--- config.mk ---
export PLATFORM = sky130hd
export DESIGN_NAME = bpe_lerp
export DESIGN_NICKNAME = d
export VERILOG_FILES = /design/src/rtl/bpe_pkg.sv /design/src/rtl/bpe_lerp.sv
export SDC_FILE = /design/constraint.sdc
export NUM_CORES = 1
export LEC_CHECK = 0
export ABC_AREA = 1
export BUFFER_PORTS_ARGS = -buffer_cell sky130_fd_sc_hd__buf_2
export CAP_MARGIN = 30
export CORE_AREA = 2 2 239 241
export DETAILED_ROUTE_END_ITERATION = 7
export DIE_AREA = 0 0 241 243
export PLACE_DENSITY = 0.54
export SLEW_MARGIN = 20
export SYNTH_ARGS = -nofsm -noshare
export SYNTH_HDL_FRONTEND = slang
export SYNTH_SLANG_ARGS = --single-unit
--- constraint.sdc ---
create_clock -name clk -period 10.6 [get_ports clk]
set_clock_uncertainty 0.1 [all_clocks]
set_input_delay 1.59 -clock clk [delete_from_list [all_inputs] [get_ports clk]]
set_output_delay 1.59 -clock clk [all_outputs]
set_load 0.01 [all_outputs]
--- src/rtl/bpe_pkg.sv ---
// ============================================================================
// Bezier point evaluator package
// Shared widths, register indexes and rounding constants for the evaluator.
// ============================================================================
package bpe_pkg;

    // Coordinate format and curve parameter format.
    localparam int COORD_BITS  = 20;
    localparam int T_FRAC_BITS = 16;
    localparam int NUM_AXES    = 3;
    localparam int MAX_DEGREE  = 3;
    localparam int NUM_POINTS  = MAX_DEGREE + 1;

    // Derived widths.
    localparam int T_W        = T_FRAC_BITS + 1;
    localparam int DIFF_W     = COORD_BITS + 1;
    localparam int PROD_W     = DIFF_W + T_W + 1;
    localparam int PT_W       = NUM_AXES * COORD_BITS;
    localparam int CFG_DATA_W = PT_W;
    localparam int CFG_IDX_W  = 3;
    localparam int DEG_W      = 2;

    // Pipeline shape: one input stage, then a multiply and an add stage per level.
    localparam int NUM_STAGES = 2 * MAX_DEGREE + 1;
    localparam int T_STAGES   = 2 * MAX_DEGREE - 1;
    localparam int CNT_W      = $clog2(NUM_STAGES + 1);

    // Fixed-point constants.
    localparam logic [T_W-1:0]           T_ONE  = T_W'(1 << T_FRAC_BITS);
    localparam logic signed [PROD_W-1:0] T_HALF = PROD_W'(1 << (T_FRAC_BITS - 1));

    // Configuration register indexes.
    localparam logic [CFG_IDX_W-1:0] REG_CTRL_POINT_0 = CFG_IDX_W'(0);
    localparam logic [CFG_IDX_W-1:0] REG_CTRL_POINT_1 = CFG_IDX_W'(1);
    localparam logic [CFG_IDX_W-1:0] REG_CTRL_POINT_2 = CFG_IDX_W'(2);
    localparam logic [CFG_IDX_W-1:0] REG_CTRL_POINT_3 = CFG_IDX_W'(3);
    localparam logic [CFG_IDX_W-1:0] REG_CURVE_DEGREE = CFG_IDX_W'(4);

    // Reset value of the degree register.
    localparam logic [DEG_W-1:0] DEGREE_RESET = DEG_W'(MAX_DEGREE);

endpackage

--- src/rtl/bpe_lerp.sv ---
// ============================================================================
// Bezier point evaluator: linear interpolation lane
// One coordinate of one de Casteljau step, split into a multiply stage and a
// round-and-add stage. Computes a + ((b - a) * t + half) >>> T_FRAC_BITS,
// which equals (a * (one - t) + b * t + half) >>> T_FRAC_BITS exactly.
// ============================================================================
module bpe_lerp (
    input  logic                                clk,
    input  logic                                en_mul,
    input  logic                                en_add,
    input  logic signed [bpe_pkg::COORD_BITS-1:0] a,
    input  logic signed [bpe_pkg::COORD_BITS-1:0] b,
    input  logic        [bpe_pkg::T_W-1:0]        t,
    output logic signed [bpe_pkg::COORD_BITS-1:0] w
);
    import bpe_pkg::*;

    logic signed [DIFF_W-1:0]     diff;
    logic signed [T_W:0]          t_signed;
    logic signed [PROD_W-1:0]     prod_next;
    logic signed [PROD_W-1:0]     prod_reg;
    logic signed [COORD_BITS-1:0] a_reg;
    logic signed [PROD_W-1:0]     biased;
    logic signed [PROD_W-1:0]     rounded;
    logic signed [PROD_W-1:0]     sum;
    logic signed [COORD_BITS-1:0] w_next;
    logic signed [COORD_BITS-1:0] w_reg;

    // Difference of the two points scaled by the parameter.
    always_comb
    begin
        diff      = DIFF_W'(b) - DIFF_W'(a);
        t_signed  = $signed({1'b0, t});
        prod_next = PROD_W'(diff) * PROD_W'(t_signed);
    end

    // Round, floor-shift and add back the start point. The result stays
    // between a and b, so the low bits hold it without overflow.
    always_comb
    begin
        biased  = prod_reg + T_HALF;
        rounded = biased >>> T_FRAC_BITS;
        sum     = rounded + PROD_W'(a_reg);
        w_next  = sum[COORD_BITS-1:0];
    end

    // Payload registers move only when their stage advances.
    always_ff @(posedge clk)
    begin
        if (en_mul)
        begin
            prod_reg <= prod_next;
            a_reg    <= a;
        end
        if (en_add)
        begin
            w_reg <= w_next;
        end
    end

    assign w = w_reg;

endmodule

==> impl_metrics.ini, run 1 <==
[clock_network]
clk_latency_ns = 0.33
numCtsBuffers = 9
postCtsSetupBuffers = 0
clockBufferDepth = 2
cts_tree = yes
cts_resized = 0
clock-sinks = 61
holdBufCountCts = 0
htreeDepth = 3
cts-root-buf = clkbuf_16
clkTransAtPathRegs_ns = 0.05

[setup_path]
required_ns = 10.57
critPathTopFamily = adder cells
cpMaxStageDelayCell = xor2_2
cp-start-kind = input port
cpMostUsedCell = nand2_1
slowest_delay_ns = 0.78
crit_type = in -> reg
cp.arrival_ns = 9.86
worstPathMaxFanout = 10
crit_buf_inv = 7
endpoint_kind = register

[timing]
finalSetupViolations = 0
setup_tns_ns = 0
max_slew.worst_pin.slew_ns = 0.9863
period_share_pct = 93.29
hold_violations = 0
slew_viol_final = 0
rsz0062_at_grt = false
fin_crit_ns = 9.889
slew_headroom_pct = 34.19
fmax_mhz = 101.1

[cells_and_area]
final_cell_mix = 525 x inv_1, 353 x nand2_1, 336 x fa_1, 235 x nor2_1, 126 x ha_1
area_growth_pct = 9.823
fillers = 5910
largest_reg_flops = 21
drive_above_1_share_pct = 6.641
n_antenna_cell = 0
mostFrequentLayoutCell = inv_1
nets = 2610

[drt]
wl_mm = 50.74
wire_per_inst_um = 17.81
vias_per_cell = 4.643
num_vias = 13230
drtIter0Drc = 696
ant_nets = 0
drcViolationCount = 0
first_pass_iters = 5

[logic_synthesis]
synthCells = 2022
synth_seq_cells = 61
synth_fp_nets = 2544
yosysSeqAreaShare_pct = 10.98
synth.avg_cell_area_sq_um = 8.252
yosysWarnings = 0
netlist_area_sq_um = 16690
synth_cell_types = 46

[die]
die_h_um = 243
rows = 87
dieArea_sq_um = 58560
boundaryPins = 80
die_w_um = 241
core_region_area_sq_um = 55950
start_util_pct = 29.82

[placed_design]
gp_congestion = 0.9231
io_buffers = 79
place_hpwl_mm = 43.41

[global_routing]
grt_pass1_vias = 14370
antenna_found_initial = 1
grt_pass1_wl_mm = 80.21
grt_usage_pct = 17.85
grt_max_degree = 42
grt.overflow.total = 0

[run]
drv_cap = 0

[worst_hold_path]
hold_class = reg -> reg

[run_status]
status = finished clean
[per-layer routing]
metal | track usage, % | vias up | share of wire (%)
met1 | 22.87 | 6649 | 42
met3 | 2.377 | 76 | 5.2
met4 | 5.574 | 2 | 3.1
met2 | 30.98 | 375 | 49
met5 | 0 | - | 0.022
li1 | - | 6125 | -
[synth_stat cells (all sizes together)]
master,instances,area (sq um)
o211a,1,10.01
nor4,5,31.28
a221oi,2,17.52
or2,23,143.9
o21ai,29,152.7
nand3,67,335.3
o22a,1,8.760
xor2,48,435.4
fa,336,6726
nand4,10,62.56
clkbuf,34,127.6
edfxtp,61,1832
a31o,3,26.28
nand3b,3,22.52
clkinv,8,30.03
nor3b,1,7.510
a21oi,64,327.8
o2111ai,1,8.760
nand2,355,1338
nor3,13,75.07
o21a,1,7.510
inv,530,1989
o31ai,2,15.01
and2,2,12.51
a21o,9,67.56
o221ai,2,17.52
o21bai,7,52.55
buf,4,22.52
nor2,235,882.1
a31oi,5,31.28
and3,2,12.51
a2111oi,1,8.760
a211oi,2,15.01
ha,126,1577
o211ai,3,22.52
a21boi,1,7.510
xnor2,25,226.5
[area by class of cell]
type                            instances  area [sq um]  area share [%]
Multi-Input combinational cell       1385         12690           69.26
Inverter                              538          2019           11.02
Sequential cell                        61          1832           9.996
Tap cell                              756         945.9           5.162
Timing Repair Buffer                   93         520.5           2.840
Clock buffer                            9         225.2           1.229
Clock inverter                          7         90.09          0.4916
[final timing paths]
check               start           end  slack (ns)  depth (start not counted)
max                  a[0]  prod_reg[25]        0.71                         32
min              a_reg[0]          w[0]        0.48                          1
max reg2reg  prod_reg[15]         w[18]        7.01                         15
min reg2reg      a_reg[0]          w[0]        0.48                          1
[cell families after synthesis]
group	synth area share (%)
adder cells (fa/ha/maj)	49.76
buffers and inverters	13.00
AND/OR/NAND/NOR	17.52
AO/OA/AOI/OAI	4.777
XOR/XNOR	3.967
flip-flops	10.98
[metrics by stage]
stage               util (%)  instances  setup WS (ns)  area [sq um]  hold slack (ns)
global route           32.75       2849         0.3315         18330           0.5133
CTS                    32.70       2847         0.6684         18300           0.4842
global placement       32.11       2830         0.3531         17970           0.4621
floorplan                  -       2022          2.375         16690           0.4256
detailed placement     32.14       2831         0.3260         17980           0.4718
finish                 32.75       2849         0.7110         18330           0.4808
Power of run 1 is left out: the tool's default activity adds up to more than one toggle a clock period on the data nets, which glitch-free logic cannot reach.
==> run 2, diff against run 1 <==
--- a/config.mk
+++ b/config.mk
@@ -5,12 +5,12 @@
 export SDC_FILE = /design/constraint.sdc
 export NUM_CORES = 1
 export LEC_CHECK = 0
-export ABC_AREA = 1
+export ABC_AREA = 0
 export BUFFER_PORTS_ARGS = -buffer_cell sky130_fd_sc_hd__buf_2
 export CAP_MARGIN = 30
-export CORE_AREA = 2 2 239 241
+export CORE_AREA = 2 2 236 238
 export DETAILED_ROUTE_END_ITERATION = 7
-export DIE_AREA = 0 0 241 243
+export DIE_AREA = 0 0 238 240
 export PLACE_DENSITY = 0.54
 export SLEW_MARGIN = 20
 export SYNTH_ARGS = -nofsm -noshare
==> run 2 against run 1 <==
Compared with the run above: critical path depth grew 1; utilization shrank 0.18 points; global-route usage shrank 3.1 points; worst setup slack lost 0.26 ns; first-iteration DRC count shrank 36%; critical endpoint is now prod_reg[33]; final cell count shrank 12%; die area shrank 2.5%; non-clock buffer count grew 16; sequential share of layout area grew 0.29 points; area after synthesis shrank 2.5%; sequential cell count is the same; wire length shrank 21%.
==> impl_metrics.ini, run 2 <==
[drt]
ant_nets = 0
wl_mm = 39.92
drtIter0Drc = 444
wire_per_inst_um = 15.99
first_pass_iters = 5
vias_per_cell = 4.539
num_vias = 11330
drcViolationCount = 0

[global_routing]
grt_max_degree = 42
grt_pass1_wl_mm = 66.29
grt_pass1_vias = 12570
grt_usage_pct = 14.73
antenna_found_initial = 3
grt.overflow.total = 0

[timing]
finalSetupViolations = 0
max_slew.worst_pin.slew_ns = 0.9537
rsz0062_at_grt = false
hold_violations = 0
slew_headroom_pct = 35.59
slew_viol_final = 0
setup_tns_ns = 0
fin_crit_ns = 10.15
fmax_mhz = 98.56
period_share_pct = 95.72

[clock_network]
cts-root-buf = clkbuf_16
clkTransAtPathRegs_ns = 0.05
postCtsSetupBuffers = 0
cts_resized = 0
clk_latency_ns = 0.33
clockBufferDepth = 2
holdBufCountCts = 0
htreeDepth = 3
clock-sinks = 61
cts_tree = yes
numCtsBuffers = 9

[die]
die_h_um = 240
boundaryPins = 80
die_w_um = 238
dieArea_sq_um = 57120
start_util_pct = 29.76
core_region_area_sq_um = 54660
rows = 86

[setup_path]
cp-start-kind = input port
cp.arrival_ns = 10.13
cpMostUsedCell = fa_1
worstPathMaxFanout = 17
crit_buf_inv = 8
cpMaxStageDelayCell = o41ai_1
required_ns = 10.58
endpoint_kind = register
critPathTopFamily = adder cells
crit_type = in -> reg
slowest_delay_ns = 0.57

[logic_synthesis]
synth_seq_cells = 61
synth_simple_gate_area_share_pct = 14.75
ys.flop_type = edfxtp_1
synthArstFlopShare_pct = 0
yosysSeqAreaShare_pct = 11.26
synth_fp_nets = 2250
synth_top_family_by_area = adder cells
yosysWarnings = 0
synth_fa_ha_area_share_pct = 51.04
synth_top_area_share_pct = 41.35
synth_mux_area_share_pct = 1.223
synth_cell_types = 61
netlist_area_sq_um = 16270
synthTopCellsByArea = fa_1 41%, edfxtp_1 11%, inv_1 9.8%
synth_commonest_cells = 425 x inv_1, 336 x fa_1, 204 x nand2_1
synth.most_common_cell = inv_1
synth_compound_area_share_pct = 5.576
yosysTopAreaCell = fa_1
synthCells = 1728
synth-edff-count = 61
synth.avg_cell_area_sq_um = 9.414
synth-xor-area-share_pct = 4.792

[cells_and_area]
drive_above_1_share_pct = 8.096
mostFrequentLayoutCell = inv_1
final_cell_mix = 425 x inv_1, 336 x fa_1, 204 x nand2_1, 139 x and2_1, 126 x ha_1
area_growth_pct = 9.460
largest_reg_flops = 21
nets = 2309

[placed_design]
place_hpwl_mm = 33.11
io_buffers = 79
gp_congestion = 0.8104

[worst_hold_path]
hold_class = reg -> reg

[run]
drv_cap = 0

[run_status]
status = finished clean
[run 2: changes by cell type after synthesis, sizes merged, moves of 20 or more]
cell / delta
nand3: -46
nor2b: +31
and2: +137
nand2b: +25
or2: -20
inv: -105
clkbuf: +24
a21oi: -21
nand2: -151
nor2: -206
xor2: -24
xnor2: +40
[run 2: area by class of cell]
cell class,count,area (sq um)
multi-input combinational,1181,12590
timing repair buffer,109,633.1
clock buffer,13,240.2
sequential,61,1832
tap,704,880.8
inverter,425,1595
antenna,1,2.502
clock inverter,2,35.03
fill,5683,36860
[run 2: path summary, 6_finish.rpt]
check             depth (start not counted)         start            to  slack (ns)
setup / recovery                         33          a[0]  prod_reg[33]        0.45
hold / removal                            1      a_reg[0]          w[0]        0.49
setup reg to reg                         12  prod_reg[17]         w[13]        6.67
hold reg to reg                           1      a_reg[0]          w[0]        0.49
[run 2: kinds of logic (layout without fill, tap and decap cells)]
group	after synthesis	in the layout
multiplexers	18	18
other	0	1
XOR/XNOR	89	89
flip-flops	61	61
buffers and inverters	486	549
AND/OR/NAND/NOR	478	478
AO/OA/AOI/OAI	134	134
adder cells (fa/ha/maj)	462	462
[run 2: per-stage QoR]
step	area (sq um)	hold slack [ns]	cells	util, %	worst slack, ns
2_1_floorplan	16270	0.4256	1728	-	1.189
3_3_place_gp	17510	0.4919	2479	32.03	0.3012
3_5_place_dp	17510	0.4790	2479	32.03	0.1433
4_1_cts	17780	0.4911	2494	32.54	0.4653
5_1_grt	17800	0.4935	2495	32.57	0.02663
6_report	17810	0.4865	2496	32.58	0.4538
[run 2: worst register-to-register path, delay by kind of cell, from the launching register on]
family | cells | cell delay, ns
AO/OA/AOI/OAI | 4 | 1.55
AND/OR/NAND/NOR | 5 | 1.19
XOR/XNOR | 2 | 0.20
flip-flops | 1 | 0.41
adder cells (fa/ha/maj) | 1 | 0.22
[run 2: per-layer routing]
metal | GRT usage (%) | wire length (um) | vias to the layer above
li1 | - | - | 5294
met1 | 18.62 | 17530 | 5820
met2 | 26.56 | 20170 | 162
met3 | 1.883 | 1174 | 52
met4 | 3.807 | 1033 | 2
met5 | 0 | 7 | -
Power of run 2 is left out for the same reason.
